## src/hw/rtl/keypad_code_lock_controller_unit_assert.svh

```systemverilog
// Assertion macros for the keypad code lock RTL.
// KCL_ASSERT_IMPL checks an overlapping implication on each clock edge.
// KCL_ASSERT_NEXT checks a next-cycle implication on each clock edge.
// Both are disabled while reset is asserted (active low).
`ifndef KEYPAD_CODE_LOCK_CONTROLLER_UNIT_ASSERT_SVH
`define KEYPAD_CODE_LOCK_CONTROLLER_UNIT_ASSERT_SVH

`ifndef ASSERT_OFF
`define KCL_ASSERT_IMPL(lbl, clk, rst_n, ante, cons, msg) \
    lbl: assert property (@(posedge clk) disable iff (!rst_n) (ante) |-> (cons)) \
        else $error(msg);
`define KCL_ASSERT_NEXT(lbl, clk, rst_n, ante, cons, msg) \
    lbl: assert property (@(posedge clk) disable iff (!rst_n) (ante) |=> (cons)) \
        else $error(msg);
`else
`define KCL_ASSERT_IMPL(lbl, clk, rst_n, ante, cons, msg)
`define KCL_ASSERT_NEXT(lbl, clk, rst_n, ante, cons, msg)
`endif

`endif

```

## src/hw/rtl/kcl_pkg.sv

```systemverilog
`default_nettype none

package kcl_pkg;

    localparam int CODE_W      = 32;
    localparam int LEN_W       = 4;
    localparam int DUR_W       = 20;
    localparam int FLASH_W     = 16;
    localparam int KEY_W       = 4;
    localparam int EV_W        = 4;
    localparam int FAIL_W      = 4;
    localparam int CFG_IDX_W   = 3;
    localparam int CFG_DATA_W  = 32;

    // register indexes on the configuration port
    typedef enum logic [CFG_IDX_W-1:0] {
        CFG_CODE_DIGITS      = 3'd0,
        CFG_CODE_LENGTH      = 3'd1,
        CFG_ENTRY_LIMIT      = 3'd2,
        CFG_ATTEMPT_LIMIT    = 3'd3,
        CFG_LOCKOUT_TICKS    = 3'd4,
        CFG_OPEN_TICKS       = 3'd5,
        CFG_FLASH_HALF_TICKS = 3'd6
    } t_cfg_idx;

    // event reported with each result
    typedef enum logic [EV_W-1:0] {
        EV_NONE             = 4'd0,
        EV_GRANTED          = 4'd1,
        EV_WRONG            = 4'd2,
        EV_LOCKOUT_BEGUN    = 4'd3,
        EV_REFUSED_LOCKED   = 4'd4,
        EV_EMPTY_SUBMIT     = 4'd5,
        EV_NOTHING_TO_CLEAR = 4'd6,
        EV_ATTEMPTS_RESET   = 4'd7,
        EV_NO_ATTEMPTS      = 4'd8
    } t_event;

    localparam logic              KIND_TICK      = 1'b0;
    localparam logic [KEY_W-1:0]  KEY_LAST_DIGIT = 4'd9;
    localparam logic [KEY_W-1:0]  KEY_STAR       = 4'd10;
    localparam logic [KEY_W-1:0]  KEY_HASH       = 4'd11;
    localparam logic [KEY_W-1:0]  KEY_C          = 4'd14;
    localparam logic [FAIL_W-1:0] FAIL_MAX       = 4'd15;
    localparam logic [FLASH_W-1:0] FLASH_MAX     = 16'hFFFF;

    typedef struct packed {
        logic             kind;
        logic [KEY_W-1:0] key_code;
    } t_in_item;

    typedef struct packed {
        logic              door_open;
        logic              led_on;
        logic              lockout_active;
        logic [3:0]        entered_count;
        logic [FAIL_W-1:0] failed_count;
        logic [DUR_W-1:0]  remaining_ticks;
        logic [EV_W-1:0]   event_res;
    } t_out_item;

    typedef struct packed {
        logic [CODE_W-1:0]  code_digits;
        logic [LEN_W-1:0]   code_length;
        logic [LEN_W-1:0]   entry_limit;
        logic [LEN_W-1:0]   attempt_limit;
        logic [DUR_W-1:0]   lockout_ticks;
        logic [DUR_W-1:0]   open_ticks;
        logic [FLASH_W-1:0] flash_half_ticks;
    } t_cfg;

endpackage

`default_nettype wire

```

## src/hw/rtl/keypad_code_lock_controller_unit.sv

```systemverilog
// Keypad code lock controller. Each input transfer is either a one-millisecond
// tick or a key press, and each one yields exactly one result transfer that
// carries the door, LED and lockout status, the entry and failure counts, the
// time left on the active timer and an event code. The block takes one item
// per clock cycle while the output side does not stall: the whole state
// update (entry buffer, counters, timers) is a single combinational step
// between the input register and the result register. The result register
// parts the two sides, so the input register can still take one new item
// while a finished result waits. No clearing pass runs after reset; the
// entry buffer needs none because only digits entered since the last clear
// are ever compared. Write configuration registers only while no item is
// in flight; the configuration port is always ready.

`default_nettype none

`include "keypad_code_lock_controller_unit_assert.svh"

module keypad_code_lock_controller_unit #(
    parameter int MAX_DIGITS = 8,
    parameter int TIMER_BITS = 20
) (
    input  wire logic                           i_clk,
    input  wire logic                           i_rst_n,

    input  wire logic                           i_in_valid,
    output logic                                o_in_stall,
    input  wire kcl_pkg::t_in_item              i_in_data,

    output logic                                o_out_valid,
    input  wire logic                           i_out_stall,
    output kcl_pkg::t_out_item                  o_out_data,

    input  wire logic                           i_cfg_valid,
    output logic                                o_cfg_ready,
    input  wire logic [kcl_pkg::CFG_IDX_W-1:0]  i_cfg_index,
    input  wire logic [kcl_pkg::CFG_DATA_W-1:0] i_cfg_data
);

    // input stage
    logic               r_s1_valid;
    kcl_pkg::t_in_item  r_s1_item;

    // result stage
    logic               r_out_valid;
    kcl_pkg::t_out_item r_out_data;

    logic               w_adv;
    logic               w_fire;
    kcl_pkg::t_cfg      w_cfg;
    kcl_pkg::t_out_item w_result;

    // The result register can take a new value when empty or when its current
    // value is being taken this cycle.
    assign w_adv  = !r_out_valid || !i_out_stall;
    // Process the held item and commit its state update.
    assign w_fire = r_s1_valid && w_adv;
    // Hold off the sender only while the held item cannot move on.
    assign o_in_stall = r_s1_valid && !w_adv;

    assign o_cfg_ready = 1'b1;

    always_ff @(posedge i_clk) begin
        if (!i_rst_n) begin
            r_s1_valid <= 1'b0;
        end else if (!o_in_stall) begin
            r_s1_valid <= i_in_valid;
        end
    end

    always_ff @(posedge i_clk) begin
        if (i_in_valid && !o_in_stall) begin
            r_s1_item <= i_in_data;
        end
    end

    always_ff @(posedge i_clk) begin
        if (!i_rst_n) begin
            r_out_valid <= 1'b0;
        end else if (w_adv) begin
            r_out_valid <= w_fire;
        end
    end

    always_ff @(posedge i_clk) begin
        if (w_fire) begin
            r_out_data <= w_result;
        end
    end

    kcl_cfg u_cfg (
        .i_clk   (i_clk),
        .i_rst_n (i_rst_n),
        .i_wr_en (i_cfg_valid && o_cfg_ready),
        .i_index (i_cfg_index),
        .i_data  (i_cfg_data),
        .o_cfg   (w_cfg)
    );

    kcl_core #(
        .MAX_DIGITS (MAX_DIGITS),
        .TIMER_BITS (TIMER_BITS)
    ) u_core (
        .i_clk    (i_clk),
        .i_rst_n  (i_rst_n),
        .i_fire   (w_fire),
        .i_item   (r_s1_item),
        .i_cfg    (w_cfg),
        .o_result (w_result)
    );

    assign o_out_valid = r_out_valid;
    assign o_out_data  = r_out_data;

    // The door never opens during a lockout, and a lockout never starts with
    // the door open.
    `KCL_ASSERT_IMPL(a_open_xor_lock, i_clk, i_rst_n, o_out_valid, !(o_out_data.door_open && o_out_data.lockout_active), "door open during lockout")
    // LED is steady on whenever the door is closed.
    `KCL_ASSERT_IMPL(a_led_closed, i_clk, i_rst_n, o_out_valid && !o_out_data.door_open, o_out_data.led_on, "LED off with door closed")
    // No timer running means nothing left to count.
    `KCL_ASSERT_IMPL(a_rem_idle, i_clk, i_rst_n, o_out_valid && !o_out_data.door_open && !o_out_data.lockout_active, o_out_data.remaining_ticks == '0, "remaining ticks without timer")
    // A processed item always lands in the result register.
    `KCL_ASSERT_NEXT(a_fire_lands, i_clk, i_rst_n, w_fire, r_out_valid, "processed item lost")

endmodule

`default_nettype wire

```

## src/hw/rtl/kcl_cfg.sv

```systemverilog
`default_nettype none

module kcl_cfg (
    input  wire logic                          i_clk,
    input  wire logic                          i_rst_n,
    input  wire logic                          i_wr_en,
    input  wire logic [kcl_pkg::CFG_IDX_W-1:0] i_index,
    input  wire logic [kcl_pkg::CFG_DATA_W-1:0] i_data,
    output kcl_pkg::t_cfg                      o_cfg
);

    kcl_pkg::t_cfg r_cfg;

    always_ff @(posedge i_clk) begin
        if (!i_rst_n) begin
            r_cfg.code_digits      <= 32'h0000_1234;
            r_cfg.code_length      <= 4'd4;
            r_cfg.entry_limit      <= 4'd8;
            r_cfg.attempt_limit    <= 4'd3;
            r_cfg.lockout_ticks    <= 20'd30000;
            r_cfg.open_ticks       <= 20'd10000;
            r_cfg.flash_half_ticks <= 16'd250;
        end else if (i_wr_en) begin
            case (kcl_pkg::t_cfg_idx'(i_index))
                kcl_pkg::CFG_CODE_DIGITS: begin
                    r_cfg.code_digits <= i_data;
                end
                kcl_pkg::CFG_CODE_LENGTH: begin
                    r_cfg.code_length <= i_data[kcl_pkg::LEN_W-1:0];
                end
                kcl_pkg::CFG_ENTRY_LIMIT: begin
                    r_cfg.entry_limit <= i_data[kcl_pkg::LEN_W-1:0];
                end
                kcl_pkg::CFG_ATTEMPT_LIMIT: begin
                    r_cfg.attempt_limit <= i_data[kcl_pkg::LEN_W-1:0];
                end
                kcl_pkg::CFG_LOCKOUT_TICKS: begin
                    r_cfg.lockout_ticks <= i_data[kcl_pkg::DUR_W-1:0];
                end
                kcl_pkg::CFG_OPEN_TICKS: begin
                    r_cfg.open_ticks <= i_data[kcl_pkg::DUR_W-1:0];
                end
                kcl_pkg::CFG_FLASH_HALF_TICKS: begin
                    r_cfg.flash_half_ticks <= i_data[kcl_pkg::FLASH_W-1:0];
                end
                default: begin
                    // drop writes beyond the register list
                end
            endcase
        end
    end

    assign o_cfg = r_cfg;

endmodule

`default_nettype wire

```

## src/hw/rtl/kcl_core.sv

```systemverilog
`default_nettype none

module kcl_core #(
    parameter int MAX_DIGITS = 8,
    parameter int TIMER_BITS = 20
) (
    input  wire logic                i_clk,
    input  wire logic                i_rst_n,
    input  wire logic                i_fire,
    input  wire kcl_pkg::t_in_item   i_item,
    input  wire kcl_pkg::t_cfg       i_cfg,
    output kcl_pkg::t_out_item       o_result
);

    localparam int CNT_W = $clog2(MAX_DIGITS + 1);
    localparam int IDX_W = (MAX_DIGITS > 1) ? $clog2(MAX_DIGITS) : 1;
    localparam int CMP_W = (TIMER_BITS > kcl_pkg::DUR_W) ? TIMER_BITS : kcl_pkg::DUR_W;
    localparam int LIM_W = 5;
    localparam logic [TIMER_BITS-1:0] TMAX = '1;

    logic [kcl_pkg::KEY_W-1:0]   r_entry [MAX_DIGITS];
    logic [CNT_W-1:0]            r_count;
    logic [kcl_pkg::FAIL_W-1:0]  r_fail;
    logic                        r_open;
    logic                        r_lock;
    logic                        r_led;
    logic [TIMER_BITS-1:0]       r_open_el;
    logic [TIMER_BITS-1:0]       r_lock_el;
    logic [kcl_pkg::FLASH_W-1:0] r_flash_el;

    logic [CNT_W-1:0]            n_count;
    logic [kcl_pkg::FAIL_W-1:0]  n_fail;
    logic                        n_open;
    logic                        n_lock;
    logic                        n_led;
    logic [TIMER_BITS-1:0]       n_open_el;
    logic [TIMER_BITS-1:0]       n_lock_el;
    logic [kcl_pkg::FLASH_W-1:0] n_flash_el;
    logic                        n_wr_en;
    kcl_pkg::t_event             n_event;

    logic [4*MAX_DIGITS-1:0]     w_code_ext;
    logic [MAX_DIGITS-1:0]       w_digit_ok;
    logic                        w_match;
    logic [LIM_W-1:0]            w_limit;
    logic [kcl_pkg::DUR_W-1:0]   w_remaining;

    function automatic logic [kcl_pkg::DUR_W-1:0] ticks_left(
        input logic [kcl_pkg::DUR_W-1:0] lim,
        input logic [TIMER_BITS-1:0]     el
    );
        logic [CMP_W-1:0] lim_x;
        logic [CMP_W-1:0] el_x;
        lim_x = CMP_W'(lim);
        el_x  = CMP_W'(el);
        if (el_x >= lim_x) begin
            return '0;
        end
        return kcl_pkg::DUR_W'(lim_x - el_x);
    endfunction

    // code digits past the eighth read as zero
    assign w_code_ext = (4 * MAX_DIGITS)'(i_cfg.code_digits);

    always_comb begin
        for (int i = 0; i < MAX_DIGITS; i++) begin
            w_digit_ok[i] = (CNT_W'(i) >= r_count) || (r_entry[i] == w_code_ext[4*i +: 4]);
        end
    end

    assign w_match = (i_cfg.code_length != '0)
                  && (LIM_W'(r_count) == LIM_W'(i_cfg.code_length))
                  && (&w_digit_ok);

    assign w_limit = (LIM_W'(i_cfg.entry_limit) < LIM_W'(MAX_DIGITS))
                   ? LIM_W'(i_cfg.entry_limit) : LIM_W'(MAX_DIGITS);

    always_comb begin
        n_count    = r_count;
        n_fail     = r_fail;
        n_open     = r_open;
        n_lock     = r_lock;
        n_led      = r_led;
        n_open_el  = r_open_el;
        n_lock_el  = r_lock_el;
        n_flash_el = r_flash_el;
        n_wr_en    = 1'b0;
        n_event    = kcl_pkg::EV_NONE;

        if (i_item.kind == kcl_pkg::KIND_TICK) begin
            if (r_lock) begin
                n_lock_el = (r_lock_el == TMAX) ? TMAX : r_lock_el + 1'b1;
                if (CMP_W'(n_lock_el) >= CMP_W'(i_cfg.lockout_ticks)) begin
                    n_lock  = 1'b0;
                    n_fail  = '0;
                    n_count = '0;
                end
            end
            if (r_open) begin
                n_open_el  = (r_open_el == TMAX) ? TMAX : r_open_el + 1'b1;
                n_flash_el = (r_flash_el == kcl_pkg::FLASH_MAX)
                           ? kcl_pkg::FLASH_MAX : r_flash_el + 1'b1;
                if (n_flash_el >= i_cfg.flash_half_ticks) begin
                    n_led      = !r_led;
                    n_flash_el = '0;
                end
                if (CMP_W'(n_open_el) >= CMP_W'(i_cfg.open_ticks)) begin
                    n_open = 1'b0;
                    n_led  = 1'b1;
                end
            end
        end else if (!r_open) begin
            if (i_item.key_code <= kcl_pkg::KEY_LAST_DIGIT) begin
                if (LIM_W'(r_count) < w_limit) begin
                    n_wr_en = 1'b1;
                    n_count = r_count + 1'b1;
                end
            end else if (i_item.key_code == kcl_pkg::KEY_STAR) begin
                if (r_count != '0) begin
                    n_count = '0;
                end else begin
                    n_event = kcl_pkg::EV_NOTHING_TO_CLEAR;
                end
            end else if (i_item.key_code == kcl_pkg::KEY_HASH) begin
                if (r_count == '0) begin
                    n_event = kcl_pkg::EV_EMPTY_SUBMIT;
                end else if (r_lock) begin
                    n_event = kcl_pkg::EV_REFUSED_LOCKED;
                end else if (w_match) begin
                    n_fail     = '0;
                    n_open     = 1'b1;
                    n_open_el  = '0;
                    n_flash_el = '0;
                    n_count    = '0;
                    n_event    = kcl_pkg::EV_GRANTED;
                end else begin
                    n_fail  = (r_fail == kcl_pkg::FAIL_MAX) ? r_fail : r_fail + 1'b1;
                    n_count = '0;
                    if (n_fail >= i_cfg.attempt_limit) begin
                        n_lock    = 1'b1;
                        n_lock_el = '0;
                        n_event   = kcl_pkg::EV_LOCKOUT_BEGUN;
                    end else begin
                        n_event = kcl_pkg::EV_WRONG;
                    end
                end
            end else if (i_item.key_code == kcl_pkg::KEY_C) begin
                if (r_fail != '0) begin
                    n_fail  = '0;
                    n_event = kcl_pkg::EV_ATTEMPTS_RESET;
                end else begin
                    n_event = kcl_pkg::EV_NO_ATTEMPTS;
                end
            end
        end
    end

    always_comb begin
        if (n_lock) begin
            w_remaining = ticks_left(i_cfg.lockout_ticks, n_lock_el);
        end else if (n_open) begin
            w_remaining = ticks_left(i_cfg.open_ticks, n_open_el);
        end else begin
            w_remaining = '0;
        end
    end

    always_ff @(posedge i_clk) begin
        if (!i_rst_n) begin
            r_count    <= '0;
            r_fail     <= '0;
            r_open     <= 1'b0;
            r_lock     <= 1'b0;
            r_led      <= 1'b1;
            r_open_el  <= '0;
            r_lock_el  <= '0;
            r_flash_el <= '0;
        end else if (i_fire) begin
            r_count    <= n_count;
            r_fail     <= n_fail;
            r_open     <= n_open;
            r_lock     <= n_lock;
            r_led      <= n_led;
            r_open_el  <= n_open_el;
            r_lock_el  <= n_lock_el;
            r_flash_el <= n_flash_el;
        end
    end

    // entry digits: written in place, no reset
    always_ff @(posedge i_clk) begin
        if (i_fire && n_wr_en) begin
            r_entry[r_count[IDX_W-1:0]] <= i_item.key_code;
        end
    end

    always_comb begin
        o_result.door_open       = n_open;
        o_result.led_on          = n_led;
        o_result.lockout_active  = n_lock;
        o_result.entered_count   = 4'(n_count);
        o_result.failed_count    = n_fail;
        o_result.remaining_ticks = w_remaining;
        o_result.event_res       = n_event;
    end

endmodule

`default_nettype wire

```

## config.mk

```make
export PLATFORM = sky130hd
export DESIGN_NAME = keypad_code_lock_controller_unit
export DESIGN_NICKNAME = d
export VERILOG_FILES = /design/src/hw/rtl/kcl_pkg.sv /design/src/hw/rtl/keypad_code_lock_controller_unit.sv /design/src/hw/rtl/kcl_cfg.sv /design/src/hw/rtl/kcl_core.sv
export VERILOG_INCLUDE_DIRS = /design/src /design/src/hw/rtl
export SDC_FILE = /design/constraint.sdc
export NUM_CORES = 1
export LEC_CHECK = 0
export ABC_AREA = 1
export BUFFER_PORTS_ARGS = -buffer_cell sky130_fd_sc_hd__buf_2
export CAP_MARGIN = 10
export CORE_ASPECT_RATIO = 2
export CORE_MARGIN = 3
export CORE_UTILIZATION = 60
export DETAILED_ROUTE_END_ITERATION = 7
export GPL_ROUTABILITY_DRIVEN = 0
export PLACE_DENSITY = 0.81
export SETUP_SLACK_MARGIN = 0.05
export SYNTH_ARGS = -nofsm -noshare
export SYNTH_HDL_FRONTEND = slang
export SYNTH_SLANG_ARGS = --single-unit
export TNS_END_PERCENT = 30
```

## constraint.sdc

```tcl
create_clock -name i_clk -period 5.05 [get_ports i_clk]
set_input_delay 0.2525 -clock i_clk [delete_from_list [all_inputs] [get_ports i_clk]]
set_output_delay 0.2525 -clock i_clk [all_outputs]
set_load 0.005 [all_outputs]
```

# Yosys cells after proc, flatten, opt, wreduce, memory -nomap -nowiden
# Memory sizes are Yosys's and may differ from the RTL's.
# Index checks and enable logic that the tools add are counted.
dict set report word_totals {
  reg_bits 209
  romBits 0
  latch_bits 0
  inputBits 45
  mem_count 1
  ram_bits 32
  word_cells 225
  out_inout_bits 38
}
dict set report op_classes {
  mul 0
  shift 0
  mux 108
  order_cmp 17
  bitwise_logic 1
  n_reduce_logical 38
  add_sub_neg 7
  eq_ne 27
  div 0
}
# name depth width read_ports rd_ports_with_merged_regs write_ports line
set memory_table {}
lappend memory_table {u_core.r_entry 8 4 8 0 1 kcl_core.sv:21} ;# logic [kcl_pkg::KEY_W-1:0] r_entry [MAX_DIGITS];
# operator n
set op_table {}
lappend op_table {{20-bit two-way mux} 27}
lappend op_table {{16-bit two-way mux} 11}
lappend op_table {{4-bit two-way mux} 32}
lappend op_table {{20-bit greater-or-equal comparator} 4}
lappend op_table {{20-bit by 1-bit adder with 20-bit output (second input constant)} 2}
lappend op_table {{20-bit == test (second input constant)} 2}
lappend op_table {{20-bit subtractor} 2}
lappend op_table {{1-bit two-way mux} 37}
lappend op_table {{4-bit == test} 9}
lappend op_table {{16-bit by 1-bit adder with 16-bit output (second input constant)} 1}
lappend op_table {{16-bit == test (second input constant)} 1}
lappend op_table {{4-bit == test (second input constant)} 4}
lappend op_table {{16-bit greater-or-equal comparator} 1}
lappend op_table {{3-bit by 4-bit greater-or-equal comparator with 1-bit output (first input constant)} 4}
lappend op_table {{2-bit AND reduction} 7}
lappend op_table {{4-bit nonzero test} 3}
lappend op_table {{3-bit == test (second input constant)} 3}
lappend op_table {{1-bit logical OR} 9}
lappend op_table {{9-bit AND reduction} 1}
lappend op_table {{4-bit by 1-bit adder with 4-bit output (second input constant)} 2}
lappend op_table {{1-bit by 4-bit greater-or-equal comparator with 1-bit output (first input constant)} 2}
lappend op_table {{2-bit by 4-bit greater-or-equal comparator with 1-bit output (first input constant)} 2}
lappend op_table {{2-bit by 1-bit != test with 1-bit output (second input constant)} 4}
lappend op_table {{8-bit AND reduction} 1}
lappend op_table {{15 further kinds} 27}

# Depth between registers and ports, before layout
# Gate-level depths: netlist of run 1.
# An unclocked memory read counts as a cell.
dict set report depth {
  word_depth 20
  mapped_depth 32
  depth_no_buf 32
}

# Modules after synthesis
# From an unflattened synthesis of run 1, not the netlist that was laid out.
dict set report unflattened {
  hier_cells 2433
  area_unflattened_um2 16500.8
}
# module instances area_per_inst_um2 cells_per_inst seq_area_each_um2
set by_module_without_submodules {}
lappend by_module_without_submodules {kcl_core 1 11239.5 1810 2302.2}
lappend by_module_without_submodules {kcl_cfg 1 3953.8 568 2001.9}
lappend by_module_without_submodules {keypad_code_lock_controller_unit 1 1307.5 55 1241.2}

# Least setup slack after synthesis of run 1
# No wires, ideal clock.
dict set report synth_timing {
  kind {reg-to-reg}
  start {register u_core.r_fail[0] (netlist bit)}
  end {register r_out_data, in the netlist o_out_data[14] (data pin)}
  period_less_slack_ns 4.142
  t_arrival_ns 3.887
  setup_ns 0.255
  required_ns 4.795
  n_path_buf 2
  path_slack_ns 0.908
  stages_incl_launch_ff 30
  path_cell_list {dfxtp_1 -> ha_1 -> nand2_1 -> nor2_1 -> inv_1 -> o21ai_0 -> ha_1 -> inv_1 -> nor2_1 -> nor2_1 -> o21ai_0 -> a31oi_1 -> nor2_4 -> nand3_4 -> inv_1 -> clkbuf_1 -> o21ai_0 -> o21ai_0 -> ha_1 -> nand2_1 -> nor2_1 -> and2_1 -> nand3_1 -> nor3_1 -> nor2_1 -> nand2_2 -> inv_4 -> buf_6 -> nand2_1 -> o21ai_2}
}
# item line
set synth_rtl {}
lappend synth_rtl {{start: declaration} kcl_core.sv:23} ;# logic [kcl_pkg::FAIL_W-1:0] r_fail;
lappend synth_rtl {{start signal: assignment} kcl_core.sv:180} ;# r_fail <= n_fail;
lappend synth_rtl {{end signal: assignment} keypad_code_lock_controller_unit.sv:86} ;# r_out_data <= w_result;
lappend synth_rtl {{end: declaration} keypad_code_lock_controller_unit.sv:45} ;# kcl_pkg::t_out_item r_out_data;

==> results of run 1 <==
==> cells by family (layout without fill, tap and decap cells) <==
kind of cell | count (synthesis) | in the layout | synth area share
compound gates | 577 | 577 | 0.199
buf+inv | 411 | 498 | 0.0985
flops | 241 | 241 | 0.345
other cells | 1 | 1 | 0.000233
simple gates | 906 | 906 | 0.249
xor+xnor | 37 | 37 | 0.0202
mux | 1 | 1 | 0.000623
fa+ha+maj | 111 | 111 | 0.0874
==> synthesized netlist by cell type, drive strengths merged, types with 28 or more instances <==
library cell / count
clkbuf: 66
ha: 109
o21ai: 272
nand3: 130
o211ai: 37
dfxtp: 169
inv: 329
edfxtp: 72
nor2: 178
nand2: 499
a21oi: 200
nand4: 34
nor3: 37
xor2: 28
==> cells in the final DEF (no fill, tap or decap), types with 5 or more instances in the layout <==
cell and count:
a31o_2 5, nor4_1 6, or2_2 7, nand2_1 484
inv_1 315, o21ai_0 235, clkbuf_1 6, nor3_1 25
nand2_2 14, a211oi_1 16, a21oi_1 200, a31oi_1 13
buf_4 28, dfxtp_1 167, xor2_1 28, nor3_2 9
nor2_1 165, bufinv_16 5, o21ai_2 12, nand3b_1 7
buf_2 80, inv_2 12, o21a_1 9, edfxtp_1 72
o21ai_1 25, nand3_1 123, clkbuf_16 25, o211ai_1 37
dlygate4sd3_1 13, ha_1 104, nor2_2 9, xnor2_1 9
a21boi_0 6, nand4_1 33, ha_2 5
==> timing repair <==
item / in CTS / in global routing
hold buffers: 13 / 0
pin swaps: 0 / 6
setup buffers: 0 / 7
resized for setup: 1 / 25
setup endpoints to repair: 4 / 20
hold endpoints to repair: 13 / 0
==> through the flow <==
stage | instances | cell area (um^2) | utilization | hold slack (ns)
2_1_floorplan | 2285 | 16100 | - | 0.351
3_3_place_gp | 2652 | 16700 | 0.634 | 0.429
3_5_place_dp | 2652 | 16700 | 0.634 | 0.431
4_1_cts | 2708 | 17700 | 0.671 | 0.00184
5_1_grt | 2716 | 17900 | 0.677 | 0.0376
6_report | 2716 | 17900 | 0.677 | 0.00442
==> worst max-delay path: cells and delay by family, from the launching register on <==
kind,cells,cell delay [ns]
compound gates,5,0.73
fa+ha+maj,3,1.00
buf+inv,4,0.41
flops,1,0.40
simple gates,16,1.91
==> registers in the layout, indices dropped and copies added, names as in the netlist, 4 cells and up <==
signal	flops
u_core.r_flash_el	16
u_core.r_fail	4
u_core.r_entry	32
u_cfg.o_cfg	100
r_s1_item	5
o_out_data	35
u_core.r_lock_el	20
u_core.r_count	4
u_core.r_open_el	20
==> where the power goes <==
group | switching, mW | internal, mW
clock network | 0.800 | 1.17
logic | 0.796 | 0.389
registers | 0.0800 | 2.08
==> final cells by class <==
| type | instances | area (um^2) | area share |
|---|---|---|---|
| Clock buffer | 31 | 648 | 0.0363 |
| Clock inverter | 12 | 194 | 0.0109 |
| Inverter | 332 | 1250 | 0.0701 |
| Multi-Input combinational cell | 1633 | 9010 | 0.505 |
| Sequential cell | 241 | 5550 | 0.311 |
| Tap cell | 344 | 430 | 0.0241 |
| Timing Repair Buffer | 123 | 773 | 0.0433 |
==> final timing paths <==
kind                            cells after the start             start               to
worst max-delay path                               28  u_core.r_fail[1]   o_out_data[17]
worst max register to register                     28  u_core.r_fail[1]   o_out_data[17]
worst min register to register                      2   u_cfg.o_cfg[89]  u_cfg.o_cfg[89]
worst min-delay path                                3    i_cfg_data[21]  u_cfg.o_cfg[89]
==> metal layers <==
metal,up-vias,global-route usage,share of wire
li1,7778,-,-
met1,7536,0.357,0.33
met2,881,0.613,0.50
met3,299,0.0576,0.076
met4,2,0.272,0.094
met5,-,0,0.00016
==> impl_metrics.env, run 1 <==
export IMPL_status="finished, final reports clean"
export IMPL_finalPower_mw=5.31
export IMPL_cpMostUsedCell="nand2_1"
export IMPL_yosys_most_used_dff="dfxtp_1"
export IMPL_period_needed_ns=4.72
export IMPL_dp_hpwl_mm=37.0
export IMPL_synth_seq_area_share=0.345
export IMPL_synth_top_cell_area_share=0.211
export IMPL_n_antenna_cell=0
export IMPL_ys_types=64
export IMPL_ys_seq_elements=241
export IMPL_synth_top_area_cell="dfxtp_1"
export IMPL_setup_tns_ns=0
export IMPL_grt_pass1_vias=16100
export IMPL_drt_wl_total_mm=50.7
export IMPL_ir_worst_vdd_uv=309
export IMPL_vias=16500
export IMPL_setup_viol=0
export IMPL_clockBufferDepth=3
export IMPL_finalCritPeriodShare=0.934
export IMPL_fp_dieArea_um2=28900
export IMPL_antenna_found_initial=1
export IMPL_dp_slack_ns=-0.0107
export IMPL_rows=84
export IMPL_required_ns=5.34
export IMPL_synth_async_reset_ratio=0
export IMPL_cp_start_kind="flop"
export IMPL_grt_usage=0.348
export IMPL_tightest_slew_ns=1.09
export IMPL_p_leak_nw=8.21
export IMPL_initialDrtViolationCount=1623
export IMPL_p_per_area_nw_per_um2=297
export IMPL_final_nets=2511
export IMPL_crit_arrival_ns=5.01
export IMPL_fp_coreArea_um2=26400
export IMPL_avgSynthCellArea_um2=7.03
export IMPL_cts_buffers=24
export IMPL_htree_num_levels=1
export IMPL_synth_nets=2441
export IMPL_via_per_inst=6.07
export IMPL_rsz0062_at_grt="no"
export IMPL_clock_latency_ns=0.55
export IMPL_cts_clk_slew_worst_paths_ns=0.07
export IMPL_fp_dieW_um=122
export IMPL_worstSetupEndpointType="flop"
export IMPL_dr_pass1_iters=8
export IMPL_grt_max_degree=95
export IMPL_maxSlewHeadroom=0.270
export IMPL_hold_viol_final=0
export IMPL_clock_skew_ns=0.0169
export IMPL_fillers=2306
export IMPL_overflow=0
export IMPL_die_h_um=237
export IMPL_fin_ws_ns=0.331
export IMPL_post_drt_wl_per_cell_um=18.7
export IMPL_ys_top_cells_by_area="dfxtp_1 (21%), edfxtp_1 (13%), nand2_1 (11%)"
export IMPL_clock_fmax_mhz=212
export IMPL_syn_to_final_growth_pct=11.2
export IMPL_drv_cap=0
export IMPL_critPathMaxFanout=18
export IMPL_syn_inst=2285
export IMPL_drive_above_1_share=0.103
export IMPL_numClockSinks=241
export IMPL_worst_path_largest_cell_delay_ns=0.47
export IMPL_grt_pass1_wl_mm=80.2
export IMPL_syn_area_um2=16100
export IMPL_drv_slew=0
export IMPL_ios=83
export IMPL_initial_core_util=0.609
export IMPL_drc=0
export IMPL_synth_edf_count=72
export IMPL_yosys_warnings=0
export IMPL_hp_class="in -> reg"
export IMPL_cts_root_buffer="clkbuf_16"
export IMPL_ant_nets=0
export IMPL_cts_tree="yes"
export IMPL_criticalPathCategory="reg -> reg"
export IMPL_io_buffers=81
export IMPL_crit_path_top_delay_cell="ha_1"
export IMPL_regToRegSetupSlack_ns=0.33
(Power assumes the default switching activity.)
==> inputs of run 2 (changes only) <==
==> constraint.sdc (replaced) <==
create_clock -name i_clk -period 5.05 [get_ports i_clk]
set_input_delay 0 -clock i_clk [delete_from_list [all_inputs] [get_ports i_clk]]
set_output_delay 0 -clock i_clk [all_outputs]
set_load 0.005 [all_outputs]
==> impl_metrics.env, run 2 (same netlist as run 1, synthesis figures left out) <==
export IMPL_status="finished, violations left"
export IMPL_violations="design-rule violations"
export IMPL_grt_pass1_vias=16300
export IMPL_drv_cap=0
export IMPL_cts_buffers=24
export IMPL_grt_use_met2=0.634
export IMPL_dp_slack_ns=-0.0107
export IMPL_cts_tree="yes"
export IMPL_setup_viol=0
export IMPL_initial_core_util=0.609
export IMPL_fp_dieW_um=122
export IMPL_crit_arrival_ns=4.95
export IMPL_via_per_inst=6.05
export IMPL_dp_hpwl_mm=37.0
export IMPL_drive_above_1_share=0.101
export IMPL_clock_latency_ns=0.55
export IMPL_clock_fmax_mhz=215
export IMPL_cts_clk_slew_worst_paths_ns=0.07
export IMPL_fp_coreArea_um2=26400
export IMPL_ant_nets=0
export IMPL_overflow=0
export IMPL_io_buffers=81
export IMPL_met1_usage=0.368
export IMPL_drc=1
export IMPL_hp_class="in -> reg"
export IMPL_grt_pass1_wl_mm=81.6
export IMPL_n_antenna_cell=0
export IMPL_drt_wl_total_mm=51.3
export IMPL_cp_start_kind="flop"
export IMPL_largest_register_ffs=100
export IMPL_required_ns=5.35
export IMPL_final_nets=2543
export IMPL_criticalPathCategory="reg -> reg"
export IMPL_htree_num_levels=1
export IMPL_dr_pass1_iters=8
export IMPL_rows=84
export IMPL_post_drt_wl_per_cell_um=18.7
export IMPL_cts_root_buffer="clkbuf_16"
export IMPL_ir_worst_vdd_uv=308
export IMPL_fp_dieArea_um2=28900
export IMPL_dpl_cell_count=2652
export IMPL_layout_commonest_cell="nand2_1"
export IMPL_syn_to_final_growth_pct=13.2
export IMPL_clock_skew_ns=0.0145
export IMPL_antenna_found_initial=1
export IMPL_period_needed_ns=4.65
export IMPL_tightest_slew_ns=1.12
export IMPL_fin_ws_ns=0.397
export IMPL_maxSlewHeadroom=0.250
export IMPL_grt_max_degree=95
export IMPL_grt_usage=0.354
export IMPL_clockBufferDepth=3
export IMPL_p_per_area_nw_per_um2=293
export IMPL_hold_viol_final=0
export IMPL_finalCritPeriodShare=0.921
export IMPL_busiest_layer="met2"
export IMPL_drv_slew=0
export IMPL_worstSetupEndpointType="flop"
export IMPL_numClockSinks=241
export IMPL_setup_tns_ns=0
export IMPL_critPathMaxFanout=18
export IMPL_met3_usage=0.0510
export IMPL_initialDrtViolationCount=1542
export IMPL_final_cell_count_no_fill=2748
export IMPL_p_leak_nw=8.35
export IMPL_vias=16600
export IMPL_final_util=0.689
export IMPL_die_h_um=237
export IMPL_layout_common_cells="nand2_1 (484), inv_1 (315), o21ai_0 (235)"
export IMPL_ios=83
[run 2: final timing paths]
kind                                         to             start  cells past startpoint  slack [ns]
worst min register to register  u_cfg.o_cfg[89]   u_cfg.o_cfg[89]                      2        0.47
worst max register to register   o_out_data[17]  u_core.r_fail[1]                     26        0.40
worst min-delay path            u_cfg.o_cfg[66]       i_cfg_valid                      7        0.04
worst max-delay path             o_out_data[17]  u_core.r_fail[1]                     26        0.40
[run 2: worst max-delay path: stages, from the launching register on]
cell	delay [ns]
dfxtp_1	0.40
ha_1	0.21
nand2_1	0.09
nor2_2	0.13
inv_1	0.09
nand2_1	0.08
o21ai_2	0.07
ha_1	0.33
inv_1	0.05
nor2_1	0.08
nor2_1	0.04
o21ai_0	0.23
a31oi_2	0.10
nor2_4	0.13
nand3_4	0.18
a31oi_1	0.51
ha_1	0.37
nand2_1	0.18
nor2_2	0.20
and2_4	0.18
nand3_1	0.07
nor3_1	0.20
nor2_1	0.09
nand2_2	0.12
inv_4	0.09
nand3_1	0.13
nand2_1	0.06
[run 2: layout make-up]
type	instances	area, um^2
Clock buffer	31	648
Clock inverter	12	194
Fill cell	2240	8200
Multi-Input combinational cell	1633	9010
Sequential cell	241	5550
Tap cell	344	430
Inverter	332	1250
Timing Repair Buffer	155	1100
[run 2: layer usage]
metal | up-vias | routed length (um) | part of all wire
met3 | 303 | 3680 | 0.072
met1 | 7609 | 17000 | 0.33
met5 | - | 47 | 0.00092
li1 | 7828 | - | -
met2 | 883 | 25800 | 0.50
met4 | 2 | 4710 | 0.092
[run 2: metrics by stage]
stage | total power, mW | area [um^2] | hold slack [ns]
after CTS | 5.28 | 18000 | 0.0251
after floorplan | 2.96 | 16100 | 0.0989
after detailed placement | 3.31 | 16700 | 0.178
after global routing | 5.55 | 18200 | 0.0978
after global placement | 3.27 | 16700 | 0.177
final | 5.33 | 18200 | 0.0447
[run 2: power breakdown]
part	switching, mW	leakage (nW)	internal [mW]	total (mW)
Sequential	0.0796	2.05	2.08	2.16
Combinational	0.799	5.89	0.405	1.20
Clock	0.802	0.410	1.17	1.97
[run 2: repair_timing]
| action | 4_1_cts | 5_1_grt |
|---|---|---|
| hold endpoints to repair | 140 | 0 |
| hold buffers | 46 | 0 |
| buffers inserted | 0 | 6 |
| gates cloned | 0 | 0 |
| pin swaps | 0 | 5 |
| resized for setup | 1 | 25 |
| setup endpoints to repair | 4 | 20 |
